$ cat src/sv/irpz_pkg.sv
// Package of the IR PWM zoom interpolator: beat payload types, register
// indexes, field widths and the duty saturation helper. Depends on nothing.
package irpz_pkg;

    localparam int RATIO_W = 16;
    localparam int DUTY_W = 7;
    localparam int IDX_W = 4;
    localparam int PCOUNT_W = 5;
    localparam int CFG_IDX_W = 4;
    localparam int CFG_DATA_W = 7;

    // Interpolation datapath: numerator, dividend, divisor and quotient widths.
    localparam int NUM_W = 24;
    localparam int DVD_W = 25;
    localparam int DVS_W = 17;
    localparam int QUO_W = 7;
    localparam int CNT_W = 3;

    localparam logic [DUTY_W-1:0] DUTY_MAX = 7'd100;

    localparam logic KIND_WRITE = 1'b0;
    localparam logic KIND_QUERY = 1'b1;

    localparam logic [CFG_IDX_W-1:0] CFG_NIGHT_ENABLE = 4'd0;
    localparam logic [CFG_IDX_W-1:0] CFG_AUTO_FOLLOW_ENABLE = 4'd1;
    localparam logic [CFG_IDX_W-1:0] CFG_FOLLOW_ACTIVE = 4'd2;
    localparam logic [CFG_IDX_W-1:0] CFG_MANUAL_VALID = 4'd3;
    localparam logic [CFG_IDX_W-1:0] CFG_MANUAL_NEAR = 4'd4;
    localparam logic [CFG_IDX_W-1:0] CFG_MANUAL_FAR = 4'd5;
    localparam logic [CFG_IDX_W-1:0] CFG_POINT_COUNT = 4'd6;
    localparam logic [CFG_IDX_W-1:0] CFG_DEADBAND = 4'd7;

    typedef struct packed {
        logic                kind;
        logic [IDX_W-1:0]    entry_index;
        logic [RATIO_W-1:0]  entry_ratio;
        logic [DUTY_W-1:0]   entry_near;
        logic [DUTY_W-1:0]   entry_far;
        logic [RATIO_W-1:0]  zoom_ratio;
        logic [DUTY_W-1:0]   current_near;
        logic [DUTY_W-1:0]   current_far;
    } item_t;

    typedef struct packed {
        logic [DUTY_W-1:0] near_duty;
        logic [DUTY_W-1:0] far_duty;
        logic              near_update;
        logic              far_update;
    } result_t;

    // One breakpoint as held in the table memory.
    typedef struct packed {
        logic [RATIO_W-1:0] ratio;
        logic [DUTY_W-1:0]  near;
        logic [DUTY_W-1:0]  far;
    } point_t;

    function automatic logic [DUTY_W-1:0] sat_duty(input logic [DUTY_W-1:0] v);
        return (v > DUTY_MAX) ? DUTY_MAX : v;
    endfunction

endpackage

$ cat src/sv/irpz_if.sv
// Channel interfaces of the IR PWM zoom interpolator: item, result and
// configuration write. Depends on irpz_pkg for the payload types.
interface irpz_item_if;
    logic                 valid;
    logic                 ready;
    irpz_pkg::item_t      data;

    modport source (output valid, output data, input ready);
    modport sink (input valid, input data, output ready);
endinterface

interface irpz_result_if;
    logic                 valid;
    logic                 ready;
    irpz_pkg::result_t    data;

    modport source (output valid, output data, input ready);
    modport sink (input valid, input data, output ready);
endinterface

interface irpz_cfg_if;
    logic                                valid;
    logic                                ready;
    logic [irpz_pkg::CFG_IDX_W-1:0]      index;
    logic [irpz_pkg::CFG_DATA_W-1:0]     data;

    modport source (output valid, output index, output data, input ready);
    modport sink (input valid, input index, input data, output ready);
endinterface

$ cat src/sv/irpz_ram.sv
// Generic single-port-write, single-port-read RAM with a registered read.
// Depends on nothing.
module irpz_ram #(
    parameter int WIDTH = 30,
    parameter int DEPTH = 16,
    parameter int ADDR_W = 4
) (
    input  logic              clk,
    input  logic              we,
    input  logic [ADDR_W-1:0] waddr,
    input  logic [WIDTH-1:0]  wdata,
    input  logic [ADDR_W-1:0] raddr,
    output logic [WIDTH-1:0]  rdata
);

    logic [WIDTH-1:0] mem [DEPTH];
    logic [WIDTH-1:0] rdata_reg;

    always_ff @(posedge clk)
    begin
        if (we)
        begin
            mem[waddr] <= wdata;
        end
        rdata_reg <= mem[raddr];
    end

    assign rdata = rdata_reg;

endmodule

$ cat src/sv/irpz_div.sv
// Restoring divider that yields one quotient bit per cycle for the
// rounded interpolation. Depends on irpz_pkg for the datapath widths.
module irpz_div (
    input  logic                          clk,
    input  logic                          rst_n,
    input  logic                          start,
    input  logic [irpz_pkg::DVD_W-1:0]    dividend,
    input  logic [irpz_pkg::DVS_W-1:0]    divisor,
    output logic [irpz_pkg::QUO_W-1:0]    quotient,
    output logic                          done
);

    logic                          busy_reg;
    logic                          done_reg;
    logic [irpz_pkg::CNT_W-1:0]    cnt_reg;
    logic [irpz_pkg::DVD_W-1:0]    rem_reg;
    logic [irpz_pkg::DVD_W-1:0]    rem_next;
    logic [irpz_pkg::DVD_W-1:0]    dsh_reg;
    logic [irpz_pkg::QUO_W-1:0]    quo_reg;
    logic [irpz_pkg::QUO_W-1:0]    quo_next;
    logic                          fits;

    // The quotient is known to stay below 2**QUO_W, so the divisor starts
    // aligned with the top quotient bit and moves down one place per step.
    assign fits = (rem_reg >= dsh_reg);
    assign rem_next = fits ? (rem_reg - dsh_reg) : rem_reg;
    assign quo_next = {quo_reg[irpz_pkg::QUO_W-2:0], fits};

    always_ff @(posedge clk or negedge rst_n)
    begin
        if (!rst_n)
        begin
            busy_reg <= 1'b0;
            done_reg <= 1'b0;
            cnt_reg  <= '0;
        end
        else if (start)
        begin
            busy_reg <= 1'b1;
            done_reg <= 1'b0;
            cnt_reg  <= irpz_pkg::CNT_W'(irpz_pkg::QUO_W - 1);
        end
        else if (busy_reg)
        begin
            cnt_reg <= cnt_reg - 1'b1;
            if (cnt_reg == '0)
            begin
                busy_reg <= 1'b0;
                done_reg <= 1'b1;
            end
        end
        else
        begin
            done_reg <= 1'b0;
        end
    end

    always_ff @(posedge clk)
    begin
        if (start)
        begin
            rem_reg <= dividend;
            dsh_reg <= irpz_pkg::DVD_W'(divisor) << (irpz_pkg::QUO_W - 1);
            quo_reg <= '0;
        end
        else if (busy_reg)
        begin
            rem_reg <= rem_next;
            dsh_reg <= dsh_reg >> 1;
            quo_reg <= quo_next;
        end
    end

    assign quotient = quo_reg;
    assign done = done_reg;

endmodule

$ cat src/sv/ir_pwm_zoom_interpolator.sv
// IR PWM zoom interpolator, top level. Depends on irpz_pkg, the channel
// interfaces in irpz_if, irpz_ram and irpz_div.
//
// Use: the item channel carries two kinds of beat. A table write (kind 0)
// stores one breakpoint (zoom ratio and near/far duty) in the slot given by
// entry_index and yields no result. A query
// (kind 1) carries a zoom ratio and the duties now applied and yields one
// result beat with the desired near/far duties and their update flags.
// The configuration channel writes one register per beat and is always
// ready; the user must write it only while no query is in flight, which
// the block does not enforce. A query that needs no table lookup (night
// off, no table use or an empty table) goes straight to the output stage.
// A lookup reads the table one breakpoint per cycle through the single
// read port of the table memory, then forms the products and runs the two
// bit-serial dividers before the output stage.
// One query is worked on at a time; the next item is taken as soon as the
// result sits in the output register, even if the receiver still stalls it.
// Reset sets the control and configuration registers to defaults and the
// result channel to idle; the table contents are undefined until written.
module ir_pwm_zoom_interpolator #(
    parameter int MAX_POINTS = 16
) (
    input  logic                   clk,
    input  logic                   rst_n,
    irpz_item_if.sink              item,
    irpz_result_if.source          result,
    irpz_cfg_if.sink               cfg
);

    localparam int AW = (MAX_POINTS > 1) ? $clog2(MAX_POINTS) : 1;
    localparam int CW = $clog2(MAX_POINTS + 1);

    typedef enum logic [6:0] {
        S_IDLE   = 7'b0000001,
        S_RD0    = 7'b0000010,
        S_RDLAST = 7'b0000100,
        S_SCAN   = 7'b0001000,
        S_MUL    = 7'b0010000,
        S_DIV    = 7'b0100000,
        S_EMIT   = 7'b1000000
    } state_t;

    // Configuration registers.
    logic                               night_reg;
    logic                               auto_reg;
    logic                               follow_reg;
    logic                               manual_reg;
    logic [irpz_pkg::DUTY_W-1:0]        man_near_reg;
    logic [irpz_pkg::DUTY_W-1:0]        man_far_reg;
    logic [irpz_pkg::PCOUNT_W-1:0]      pcount_reg;
    logic [irpz_pkg::DUTY_W-1:0]        deadband_reg;

    // Control.
    state_t                             state_reg;
    state_t                             state_next;
    logic [AW-1:0]                      idx_reg;
    logic [AW-1:0]                      idx_next;
    logic                               out_valid_reg;
    logic                               out_valid_next;

    // Payload.
    logic [irpz_pkg::RATIO_W-1:0]       z_reg;
    logic [irpz_pkg::RATIO_W-1:0]       z_next;
    logic [irpz_pkg::DUTY_W-1:0]        cur_near_reg;
    logic [irpz_pkg::DUTY_W-1:0]        cur_near_next;
    logic [irpz_pkg::DUTY_W-1:0]        cur_far_reg;
    logic [irpz_pkg::DUTY_W-1:0]        cur_far_next;
    irpz_pkg::point_t                   prev_reg;
    irpz_pkg::point_t                   prev_next;
    irpz_pkg::point_t                   hi_reg;
    irpz_pkg::point_t                   hi_next;
    logic [irpz_pkg::DUTY_W-1:0]        res_near_reg;
    logic [irpz_pkg::DUTY_W-1:0]        res_near_next;
    logic [irpz_pkg::DUTY_W-1:0]        res_far_reg;
    logic [irpz_pkg::DUTY_W-1:0]        res_far_next;
    irpz_pkg::result_t                  out_data_reg;
    irpz_pkg::result_t                  out_data_next;

    // Handshakes and derived control.
    logic                               item_acc;
    logic                               is_query;
    logic                               use_table;
    logic                               out_load;
    logic [CW-1:0]                      n_eff;
    logic [AW-1:0]                      last_idx;

    // Table memory.
    logic                               ram_we;
    logic [AW-1:0]                      ram_waddr;
    irpz_pkg::point_t                   ram_wdata;
    logic [AW-1:0]                      ram_raddr;
    logic [$bits(irpz_pkg::point_t)-1:0] ram_rdata;
    irpz_pkg::point_t                   ram_pt;

    // Segment arithmetic.
    logic [irpz_pkg::RATIO_W-1:0]       seg_den;
    logic [irpz_pkg::RATIO_W-1:0]       seg_off;
    logic [irpz_pkg::RATIO_W-1:0]       seg_rest;
    logic                               seg_flat;
    logic [irpz_pkg::NUM_W-1:0]         num_near;
    logic [irpz_pkg::NUM_W-1:0]         num_far;
    logic [irpz_pkg::DVD_W-1:0]         dvd_near;
    logic [irpz_pkg::DVD_W-1:0]         dvd_far;
    logic [irpz_pkg::DVS_W-1:0]         dvs;
    logic                               div_start;
    logic [irpz_pkg::QUO_W-1:0]         quo_near;
    logic [irpz_pkg::QUO_W-1:0]         quo_far;
    logic                               div_done_near;
    logic                               div_done_far;

    // Deadband test.
    logic [irpz_pkg::DUTY_W-1:0]        diff_near;
    logic [irpz_pkg::DUTY_W-1:0]        diff_far;

    assign item_acc = item.valid && item.ready;
    assign item.ready = (state_reg == S_IDLE);
    assign is_query = (item.data.kind == irpz_pkg::KIND_QUERY);

    // Priority: night off gives zero, follow with auto follow interpolates,
    // a manual setting comes next, auto follow alone interpolates last.
    assign use_table = auto_reg && (follow_reg || !manual_reg);

    // A point count above the table depth saturates to the depth.
    assign n_eff = (32'(pcount_reg) > 32'(MAX_POINTS)) ? CW'(MAX_POINTS) : CW'(pcount_reg);
    assign last_idx = AW'(32'(n_eff) - 32'd1);

    assign cfg.ready = 1'b1;

    // Table writes happen in the cycle the write beat is taken; slots past
    // the table depth are dropped.
    assign ram_we = item_acc && (item.data.kind == irpz_pkg::KIND_WRITE)
                    && (32'(item.data.entry_index) < 32'(MAX_POINTS));
    assign ram_waddr = AW'(32'(item.data.entry_index));
    assign ram_wdata = '{ratio: item.data.entry_ratio,
                         near: item.data.entry_near,
                         far: item.data.entry_far};
    assign ram_pt = irpz_pkg::point_t'(ram_rdata);

    irpz_ram #(
        .WIDTH  ($bits(irpz_pkg::point_t)),
        .DEPTH  (MAX_POINTS),
        .ADDR_W (AW)
    ) u_table (
        .clk   (clk),
        .we    (ram_we),
        .waddr (ram_waddr),
        .wdata (ram_wdata),
        .raddr (ram_raddr),
        .rdata (ram_rdata)
    );

    // The lerp is written as dl*(den-off) + dr*off over den, which keeps
    // every term non-negative. Rounding half up becomes (2*num+den)/(2*den).
    assign seg_den  = hi_reg.ratio - prev_reg.ratio;
    assign seg_off  = z_reg - prev_reg.ratio;
    assign seg_rest = seg_den - seg_off;
    assign seg_flat = (hi_reg.ratio <= prev_reg.ratio) || (z_reg < prev_reg.ratio);

    assign num_near = irpz_pkg::NUM_W'(prev_reg.near * seg_rest)
                      + irpz_pkg::NUM_W'(hi_reg.near * seg_off);
    assign num_far  = irpz_pkg::NUM_W'(prev_reg.far * seg_rest)
                      + irpz_pkg::NUM_W'(hi_reg.far * seg_off);
    assign dvd_near = {num_near, 1'b0} + irpz_pkg::DVD_W'(seg_den);
    assign dvd_far  = {num_far, 1'b0} + irpz_pkg::DVD_W'(seg_den);
    assign dvs      = {seg_den, 1'b0};

    irpz_div u_div_near (
        .clk      (clk),
        .rst_n    (rst_n),
        .start    (div_start),
        .dividend (dvd_near),
        .divisor  (dvs),
        .quotient (quo_near),
        .done     (div_done_near)
    );

    irpz_div u_div_far (
        .clk      (clk),
        .rst_n    (rst_n),
        .start    (div_start),
        .dividend (dvd_far),
        .divisor  (dvs),
        .quotient (quo_far),
        .done     (div_done_far)
    );

    assign diff_near = (cur_near_reg > res_near_reg) ? (cur_near_reg - res_near_reg)
                                                     : (res_near_reg - cur_near_reg);
    assign diff_far  = (cur_far_reg > res_far_reg) ? (cur_far_reg - res_far_reg)
                                                   : (res_far_reg - cur_far_reg);

    always_comb
    begin
        state_next    = state_reg;
        idx_next      = idx_reg;
        z_next        = z_reg;
        cur_near_next = cur_near_reg;
        cur_far_next  = cur_far_reg;
        prev_next     = prev_reg;
        hi_next       = hi_reg;
        res_near_next = res_near_reg;
        res_far_next  = res_far_reg;
        ram_raddr     = '0;
        div_start     = 1'b0;
        out_load      = 1'b0;

        case (state_reg)
            S_IDLE:
            begin
                if (item_acc && is_query)
                begin
                    z_next        = item.data.zoom_ratio;
                    cur_near_next = item.data.current_near;
                    cur_far_next  = item.data.current_far;
                    res_near_next = '0;
                    res_far_next  = '0;
                    state_next    = S_EMIT;
                    if (night_reg)
                    begin
                        if (use_table)
                        begin
                            // The first breakpoint is being read already.
                            if (pcount_reg != '0)
                            begin
                                state_next = S_RD0;
                            end
                        end
                        else if (manual_reg)
                        begin
                            res_near_next = irpz_pkg::sat_duty(man_near_reg);
                            res_far_next  = irpz_pkg::sat_duty(man_far_reg);
                        end
                    end
                end
            end
            S_RD0:
            begin
                // Zoom at or below the first breakpoint clamps to it.
                if (z_reg <= ram_pt.ratio)
                begin
                    res_near_next = irpz_pkg::sat_duty(ram_pt.near);
                    res_far_next  = irpz_pkg::sat_duty(ram_pt.far);
                    state_next    = S_EMIT;
                end
                else
                begin
                    prev_next  = ram_pt;
                    ram_raddr  = last_idx;
                    state_next = S_RDLAST;
                end
            end
            S_RDLAST:
            begin
                // Zoom at or above the last breakpoint clamps to it.
                if (z_reg >= ram_pt.ratio)
                begin
                    res_near_next = irpz_pkg::sat_duty(ram_pt.near);
                    res_far_next  = irpz_pkg::sat_duty(ram_pt.far);
                    state_next    = S_EMIT;
                end
                else
                begin
                    ram_raddr  = AW'(1);
                    idx_next   = AW'(1);
                    state_next = S_SCAN;
                end
            end
            S_SCAN:
            begin
                // The first breakpoint above the zoom closes the segment; the
                // last one in use closes it when none is found.
                if ((ram_pt.ratio > z_reg) || (idx_reg == last_idx))
                begin
                    hi_next    = ram_pt;
                    state_next = S_MUL;
                end
                else
                begin
                    prev_next  = ram_pt;
                    idx_next   = idx_reg + 1'b1;
                    ram_raddr  = idx_reg + 1'b1;
                end
            end
            S_MUL:
            begin
                // An empty or reversed segment gives the lower point.
                if (seg_flat)
                begin
                    res_near_next = irpz_pkg::sat_duty(prev_reg.near);
                    res_far_next  = irpz_pkg::sat_duty(prev_reg.far);
                    state_next    = S_EMIT;
                end
                else
                begin
                    div_start  = 1'b1;
                    state_next = S_DIV;
                end
            end
            S_DIV:
            begin
                if (div_done_near)
                begin
                    res_near_next = irpz_pkg::sat_duty(quo_near);
                    res_far_next  = irpz_pkg::sat_duty(quo_far);
                    state_next    = S_EMIT;
                end
            end
            S_EMIT:
            begin
                if (!out_valid_reg || result.ready)
                begin
                    out_load   = 1'b1;
                    state_next = S_IDLE;
                end
            end
            default:
            begin
                state_next = S_IDLE;
            end
        endcase
    end

    always_comb
    begin
        out_valid_next = out_valid_reg;
        out_data_next  = out_data_reg;
        if (out_load)
        begin
            out_valid_next            = 1'b1;
            out_data_next.near_duty   = res_near_reg;
            out_data_next.far_duty    = res_far_reg;
            out_data_next.near_update = (diff_near >= deadband_reg);
            out_data_next.far_update  = (diff_far >= deadband_reg);
        end
        else if (result.ready)
        begin
            out_valid_next = 1'b0;
        end
    end

    always_ff @(posedge clk or negedge rst_n)
    begin
        if (!rst_n)
        begin
            state_reg     <= S_IDLE;
            idx_reg       <= '0;
            out_valid_reg <= 1'b0;
        end
        else
        begin
            state_reg     <= state_next;
            idx_reg       <= idx_next;
            out_valid_reg <= out_valid_next;
        end
    end

    always_ff @(posedge clk)
    begin
        z_reg        <= z_next;
        cur_near_reg <= cur_near_next;
        cur_far_reg  <= cur_far_next;
        prev_reg     <= prev_next;
        hi_reg       <= hi_next;
        res_near_reg <= res_near_next;
        res_far_reg  <= res_far_next;
        out_data_reg <= out_data_next;
    end

    always_ff @(posedge clk or negedge rst_n)
    begin
        if (!rst_n)
        begin
            night_reg    <= 1'b0;
            auto_reg     <= 1'b1;
            follow_reg   <= 1'b0;
            manual_reg   <= 1'b0;
            man_near_reg <= '0;
            man_far_reg  <= '0;
            pcount_reg   <= '0;
            deadband_reg <= '0;
        end
        else if (cfg.valid && cfg.ready)
        begin
            case (cfg.index)
                irpz_pkg::CFG_NIGHT_ENABLE:       night_reg    <= cfg.data[0];
                irpz_pkg::CFG_AUTO_FOLLOW_ENABLE: auto_reg     <= cfg.data[0];
                irpz_pkg::CFG_FOLLOW_ACTIVE:      follow_reg   <= cfg.data[0];
                irpz_pkg::CFG_MANUAL_VALID:       manual_reg   <= cfg.data[0];
                irpz_pkg::CFG_MANUAL_NEAR:        man_near_reg <= cfg.data;
                irpz_pkg::CFG_MANUAL_FAR:         man_far_reg  <= cfg.data;
                irpz_pkg::CFG_POINT_COUNT:
                    pcount_reg <= cfg.data[irpz_pkg::PCOUNT_W-1:0];
                irpz_pkg::CFG_DEADBAND:           deadband_reg <= cfg.data;
                default:
                begin
                end
            endcase
        end
    end

    assign result.valid = out_valid_reg;
    assign result.data  = out_data_reg;

endmodule

$ cat src/flat_wrapper.sv
// flat-port wrapper written by rule: the top's interface ports become plain ports
module ir_pwm_zoom_interpolator_flat 
#(
    parameter int MAX_POINTS = 16
)
  (clk, rst_n, item_valid, item_data, item_ready, result_valid, result_data, result_ready, cfg_valid, cfg_index, cfg_data, cfg_ready);
  irpz_item_if item_i ();
  irpz_result_if result_i ();
  irpz_cfg_if cfg_i ();
  input  logic clk;
  input  logic rst_n;
  input wire logic [$bits(item_i.valid)-1:0] item_valid;
  input wire logic [$bits(item_i.data)-1:0] item_data;
  output wire logic [$bits(item_i.ready)-1:0] item_ready;
  output wire logic [$bits(result_i.valid)-1:0] result_valid;
  output wire logic [$bits(result_i.data)-1:0] result_data;
  input wire logic [$bits(result_i.ready)-1:0] result_ready;
  input wire logic [$bits(cfg_i.valid)-1:0] cfg_valid;
  input wire logic [$bits(cfg_i.index)-1:0] cfg_index;
  input wire logic [$bits(cfg_i.data)-1:0] cfg_data;
  output wire logic [$bits(cfg_i.ready)-1:0] cfg_ready;
  assign item_i.valid = item_valid;
  assign item_i.data = item_data;
  assign item_ready = item_i.ready;
  assign result_valid = result_i.valid;
  assign result_data = result_i.data;
  assign result_i.ready = result_ready;
  assign cfg_i.valid = cfg_valid;
  assign cfg_i.index = cfg_index;
  assign cfg_i.data = cfg_data;
  assign cfg_ready = cfg_i.ready;
  ir_pwm_zoom_interpolator #(.MAX_POINTS(MAX_POINTS)) u_core (.clk(clk), .rst_n(rst_n), .item(item_i), .result(result_i), .cfg(cfg_i));
endmodule
$ cat config.mk
export PLATFORM = sky130hd
export DESIGN_NAME = ir_pwm_zoom_interpolator_flat
export DESIGN_NICKNAME = d
export VERILOG_FILES = /design/src/sv/irpz_pkg.sv /design/src/sv/irpz_if.sv /design/src/sv/irpz_ram.sv /design/src/sv/irpz_div.sv /design/src/sv/ir_pwm_zoom_interpolator.sv /design/src/flat_wrapper.sv
export SDC_FILE = /design/constraint.sdc
export NUM_CORES = 2
export LEC_CHECK = 0
export ABC_AREA = 1
export BUFFER_PORTS_ARGS = -buffer_cell sky130_fd_sc_hd__buf_2
export CAP_MARGIN = 20
export CORE_ASPECT_RATIO = 0.7
export CORE_MARGIN = 2
export CORE_UTILIZATION = 35
export CTS_CLUSTER_SIZE = 40
export DETAILED_ROUTE_END_ITERATION = 12
export GPL_ROUTABILITY_DRIVEN = 0
export PLACE_DENSITY = 0.45
export RECOVER_POWER = 50
export SLEW_MARGIN = 20
export SYNTH_ARGS = -nofsm -noshare
export SYNTH_HDL_FRONTEND = slang
export SYNTH_SLANG_ARGS = --single-unit
export TNS_END_PERCENT = 20
$ cat constraint.sdc
create_clock -name clk -period 27.6 [get_ports clk]
set_input_delay 0 -clock clk [delete_from_list [all_inputs] [get_ports clk]]
set_output_delay 0 -clock clk [all_outputs]
set_load 0.1 [all_outputs]
== After elaboration in Yosys (flattened, before gate mapping) ==
Memories as Yosys holds them, arrays and structs flattened. A register that Yosys moved wholly into a read port is not among the register bits.
Index checks and enable logic that the tools add are counted.
Storage, ports and cells
  bits of input ports: 81
  output and inout bits: 19
  bits in writable memories: 480
  bits in registers: 281
  memories: 1
Memory list
  u_core.u_table.mem: words 16, width 30, read ports 1, clocked after memory_dff 1, wr ports 1, RTL line irpz_ram.sv:16  | logic [WIDTH-1:0] mem [DEPTH];
Cells by class
  order comparisons: 20
  add/subtract/negate cells: 17
  eq/ne operators: 26
  multipliers: 4
  muxes and demuxes: 81
  reduce and logical (&&, ||, !) cells: 38
  bitwise operators: 1
Operators by type and width (number)
  7-bit 2-to-1 mux: 36
  25-bit 2-to-1 mux: 6
  7-bit by 16-bit multiplier with 23-bit output: 4
  23-bit 2-to-1 mux: 4
  7-bit one-hot mux with 5 select lines: 2
  30-bit 2-to-1 mux: 2
  30-bit one-hot mux with 2 select lines: 1
  7-bit greater-than comparator, second input constant: 8
  25-bit by 16-bit adder with 25-bit output: 2
  25-bit by 23-bit greater-or-equal comparator with 1-bit output: 2
  25-bit by 23-bit subtractor with 25-bit output: 2
  7-bit one-hot mux with 7 select lines: 1
  23-bit by 23-bit adder with 24-bit output: 2
  16-bit subtractor: 3
  16-bit less-or-equal comparator: 2
  7-bit subtractor: 4
  2-bit AND reduction: 12
  4-bit 2-to-1 mux: 5
  1-bit 2-to-1 mux: 18
  4-bit by 3-bit equality test with 1-bit output, second input constant: 4
  16-bit greater-or-equal comparator: 1
  16-bit greater-than comparator: 1
  16-bit < comparator: 1
  7-bit greater-or-equal comparator: 2
  32 further kinds: 62

== Depth between registers and ports, before layout ==
  depth after elaboration: 7
  gate-level depth with buffers: 51

== Hierarchy ==
Synthesis repeated with hierarchy kept, for this count alone.
Unflattened totals
  cell total of the unflattened synthesis: 6876
  area total of the unflattened synthesis: 57736.6 um^2
Modules (own cells, without submodules)
  ir_pwm_zoom_interpolator: area each 27759.1 um^2, seq. area each 4657.0 um^2, instances 1, cells each 3624
  irpz_ram: area each 21299.2 um^2, seq. area each 15014.4 um^2, instances 1, cells each 1989
  irpz_div (u_core.u_div_near): area each 4364.2 um^2, seq. area each 1646.6 um^2, instances 1, cells each 632
  irpz_div (u_core.u_div_far): area each 4314.1 um^2, seq. area each 1646.6 um^2, instances 1, cells each 631

== Worst setup path after synthesis ==
Ideal clock, no wire load.
  path kind: flip-flop to flip-flop
  from: reg u_core.prev_reg[14] (netlist name)
  to: reg u_core.u_div_near.rem_reg[18] (netlist name), data pin
  required time: 27.348 ns
  arrival time: 8.601 ns
  cell stages (with the launch flop): 47
  period minus slack after synthesis: 8.853 ns
  path buffers: 1
  setup slack: 18.747 ns
  setup time: 0.252 ns
  path through: edfxtp_1 > ha_1 > fa_1 > xnor2_1 > clkinv_1 > ha_1 > a21oi_1 > nand2_1 > nand2_1 > nand2_1 > a21oi_1 > inv_1 > nand3_2 > nand2_4 > nand2_2 > nand2_4 > nand2_1 > nand3b_1 > [11 not listed] > fa_1 > inv_1 > ha_1 > a21oi_1 > a21boi_0 > o21ai_0 > a21oi_1 > xnor2_1 > ha_1 > a21oi_1 > inv_1 > nand2_1 > a21boi_0 > nand3_1 > nand2_1 > nand2_1 > nand2_1 > nand2_1
On the way
  longest elaborated chain between the ends: 6
  elaborated cells on any way between the ends: 13
Ends and longest elaborated chain
  start, declared: RTL line ir_pwm_zoom_interpolator.sv:68  | irpz_pkg::point_t prev_reg;
  start signal, assigned: RTL line ir_pwm_zoom_interpolator.sv:362  | prev_reg <= prev_next;
  16-bit subtractor, on equally long branches: RTL line ir_pwm_zoom_interpolator.sv:154, ir_pwm_zoom_interpolator.sv:155
  16-bit subtractor: RTL line ir_pwm_zoom_interpolator.sv:156  | assign seg_rest = seg_den - seg_off;
  7-bit by 16-bit multiplier with 23-bit output: RTL line ir_pwm_zoom_interpolator.sv:159  | assign num_near = irpz_pkg::NUM_W'(prev_reg.near * seg_rest)
  23-bit by 23-bit adder with 24-bit output: RTL line ir_pwm_zoom_interpolator.sv:160  | + irpz_pkg::NUM_W'(hi_reg.near * seg_off);
  25-bit by 16-bit adder with 25-bit output: RTL line ir_pwm_zoom_interpolator.sv:163  | assign dvd_near = {num_near, 1'b0} + irpz_pkg::DVD_W'(seg_den);
  25-bit 2-to-1 mux *: RTL line irpz_div.sv:60  | if (start)
  end signal, assigned: RTL line irpz_div.sv:62  | rem_reg <= dividend;
  end signal, assigned: RTL line irpz_div.sv:68  | rem_reg <= rem_next;
  end, declared: RTL line irpz_div.sv:16  | logic [irpz_pkg::DVD_W-1:0] rem_reg;
Every way passes the cells marked *; elsewhere a longest branch is shown, timed or not.
A chain may end at the register's enable or synchronous reset.

== Worst setup path in the final report ==
  from: reg u_core.z_reg[11] (netlist name)
  to: reg u_core.u_table.rdata_reg[9] (netlist: u_core.u_table.rdata[9]) (read register of u_core.u_table.mem)
On the way
  longest elaborated chain between the ends: 4
  elaborated cells on any way between the ends: 8
Ends and longest elaborated chain
  start, declared: RTL line ir_pwm_zoom_interpolator.sv:62  | logic [irpz_pkg::RATIO_W-1:0] z_reg;
  start signal, assigned: RTL line ir_pwm_zoom_interpolator.sv:359  | z_reg <= z_next;
  16-bit greater-than comparator: RTL line ir_pwm_zoom_interpolator.sv:272  | if ((ram_pt.ratio > z_reg) || (idx_reg == last_idx))
  1-bit logical OR: RTL line ir_pwm_zoom_interpolator.sv:272
  4-bit 2-to-1 mux: RTL line ir_pwm_zoom_interpolator.sv:272
  4-bit one-hot mux with 3 select lines *: RTL line ir_pwm_zoom_interpolator.sv:207  | case (state_reg)
  end, declared: RTL line irpz_ram.sv:17  | logic [WIDTH-1:0] rdata_reg;
Marks and branches as above.

==> impl_results.md <==
* Critical Path RT at 28.22 ns
* DRT iter0 DRCs at 4516
* Worst skew pair latency at around 0.73 ns
* Via Count at around 44000
* Clock buffer depth at 3
* Die height at around 340 um
* Number of synthesized register bits at between 700 and 800
* RSZ-0062 raised after global routing: false
* M3 GR Usage at under 10%
* Crit. Startpoint: u_core.z_reg[11]
* Final instance area at ~0.063 sq mm
* Worst-margin pin slew at 8.07 ns
* Synth Instances at around 6400
* Inst Count DP at approximately 8400
* Reg2reg setup slack at approximately 15 ns
* Post-route insts no fill at between 8000 and 9000
* Yosys cell types at just over 60
* Synth Net Count at 7119
* Async set or reset register ratio after synthesis at 6.45%
* Critical Path AT at between 10 and 15 ns
* Final Hold Fails at 0
* Final HPWL DP at 139 mm
* Die ar. at 0.164 sq mm
* Detailed-route wire length per cell at 22.3 um
* Max reg flops at 480
* Busiest grt layer: met1
* Skew final at between 0.03 and 0.04 ns
* Worst r2r dst: u_core.u_table.rdata[9]
* Mean post-synth cell area at about 8.8 sq um
* Post-Synthesis Cell Area at ~0.056 sq mm
* Tcrit/Tclk final at 45.2%
* Most common cell in the netlist: nand2_1
* Register area share after synthesis at between 40% and 50%
* Post-route ant nets at 0
* Synth Flop Type: edfxtp_1
* Vias per inst at 5.10
* DRC viols at 0
* CP Launch Type: register
* Fill cells at approximately 16000
* Largest net degree at the start of global routing at roughly 150
* Critical Path Max Stage Delay at about 5.6 ns
* Status: finished, violations left
* Largest fanout on the critical path at between 100 and 150
* Vias in the first global route at approximately 43000
* Slew headroom at -438%
* Max Cap Viol at 4
* TritonCTS buffer count at 90
* Starting Density at about a third
* Port bufs at between 90 and 100
* Layout Nets at 7271
* Root Driver: clkbuf_16
* Gr ovfl total at 0
* Failing checks: capacitance limit, slew limit
* Buf/Inv on CP at 3
* Post-layout min period at 12.48 ns
* Drt total wl at about 200 mm
* CTS clock-pin slew for the worst setup and hold paths at ~0.060 ns
* Die span in x at 483 um
* Num rows at around 120
* Post-CTS setup repair buffer count at 0
* Post-layout util at about two fifths
* Total negative slack at 0 ns
* R2r worst-path depth at 15
* FF-to-FF Start: u_core.z_reg[11]
* Initial antenna violation count at 23
* Area leader, netlist: edfxtp_1
* Share of layout cells above drive strength 1 at about 5%
* Synth area leaders: edfxtp_1, fa_1, nand2_1
* Commonest cells post-synth: nand2_1, inv_1, edfxtp_1, nand3_1, nor2_1
* Slew Viols, Final at slightly below 300
* CTS tree: built
* Most used cell, CP: nand3_1
* Synth-to-layout area growth at 12.1%
* Max Fclk at between 80 and 90 MHz
* Min-Delay Path Class: in2reg
* Post-CTS sizing at 0
* CP cell instances: ha_1 > a21oi_1 > o21ai_0 > a21oi_1 > nand3_1 > nand4_1 > clkbuf_1 > nand3_4 > buf_4 > buf_4 > o21ai_0 > nand2_1 > nand3_1 > nand3_1 > nand2_1
* Placement Cell Area at approximately 0.06 sq mm
* First-pass GRT wire length at ~290 mm
* CP endpoint: u_core.u_table.rdata[9]
* Final setup viols at 0
* CP Capture Type: register
* Crit-path slowest cell: clkbuf_1
* CORE AREA at around 0.16 sq mm
* CP Class: reg2reg
* M1 GR Usage at 37.7%
* Drt first pass iters at 6
* Area fraction of the dominant cell type after synthesis at a little over a third
* GRT Util Overall at between 20% and 30%
* Syn. warnings at 0
* EDFF count, synth at ~680
* Top reg by flops: u_core.u_table.mem
* Clock sinks at between 700 and 800
* IO Pins at 100
* Number of cells on the critical path at 15
* Met2 Usage GRT at 30.9%
* Cell family with most CP delay: buffers and inverters
* H-tree levels at 3
metrics by stage:
| stage | setup slack, ns | hold WS, ns |
|---|---|---|
| detailed placement | 16.28 | 0.178 |
| CTS | 16.26 | 0.00675 |
| floorplan | 18.75 | -0.296 |
| global placement | 16.53 | 0.178 |
| finish | 15.12 | 0.0662 |
| global route | 14.23 | 0.0536 |
placed cells by master (no fill, tap or decap), drive strengths merged, types with 5 or more instances in the layout:
cell,n
fa,365
xor2,90
nand3,551
a31oi,17
and2,5
nand4,198
dfrtp,49
buf,94
edfxtp,682
a21oi,202
ha,315
o2111ai,9
clkbuf,197
inv,1206
nor3,31
o21bai,16
nand2,1422
o21ai,232
a21boi,8
o211ai,35
a21o,32
o21a,13
clkinv,32
dfxtp,58
nand3b,25
xnor2,42
a211oi,18
o22ai,9
nor4,10
or2,5
nor2,470
o31ai,17
dlygate4sd3,101
what timing repair did:
action	CTS	global route
hold buffers	101	0
endpoints found under the setup margin	0	0
hold endpoints to repair	611	0
cells by family after synthesis:
| logic type | count (synthesis) | share of synthesized area, % |
|---|---|---|
| buffers and inverters | 1412 | 9.69 |
| XOR/XNOR | 132 | 2.20 |
| other | 1 | 0.00667 |
| flip-flops | 791 | 40.8 |
| AND/OR/NAND/NOR | 2720 | 20.9 |
| adder cells (fa/ha/maj) | 680 | 20.0 |
| AO/OA/AOI/OAI | 620 | 6.34 |
| multiplexers | 2 | 0.0401 |
worst reg2reg max path: cells and delay by family (launching register included):
kind            cells  cell delay [ns]
fa+ha+maj           1             0.33
simple gates        7             3.42
buf+inv             3             7.16
flops               1             0.49
compound gates      4             0.97
layout make-up:
| type | count | area (sq um) | area share (%) |
|---|---|---|---|
| timing repair buffer | 265 | 1900 | 3.02 |
| clock inverter | 37 | 347 | 0.550 |
| inverter | 1207 | 4540 | 7.20 |
| clock buffer | 127 | 2580 | 4.10 |
| sequential | 791 | 22900 | 36.4 |
| multi-input combinational | 4155 | 28100 | 44.5 |
| tap | 2125 | 2660 | 4.22 |
| antenna | 1 | 2.50 | 0.00397 |
metal layers:
layer	vias to the layer above	wire length (um)
met5	-	43
met4	8	4740
met3	215	17800
met1	21695	97900
met2	1534	74000
li1	20929	-
worst min path at each step:
stage | from | endpoint | slack (ns) | depth (start not counted)
after floorplan | rst_n | u_core.deadband_reg[0] | -0.30 | 0
after global placement | rst_n | u_core.u_div_near.cnt_reg[0] | 0.18 | 2
after detailed placement | item_data[12] | u_core.cur_near_reg[5] | 0.18 | 1
after CTS | item_data[20] | u_core.z_reg[6] | 0.007 | 2
after global routing | item_data[16] | u_core.z_reg[2] | 0.05 | 2
final | item_data[63] | u_core.u_table.mem[8][12] | 0.07 | 3
Power is not shown: default switching activity piles up to over one toggle a cycle in this logic, so the estimate is an artifact.
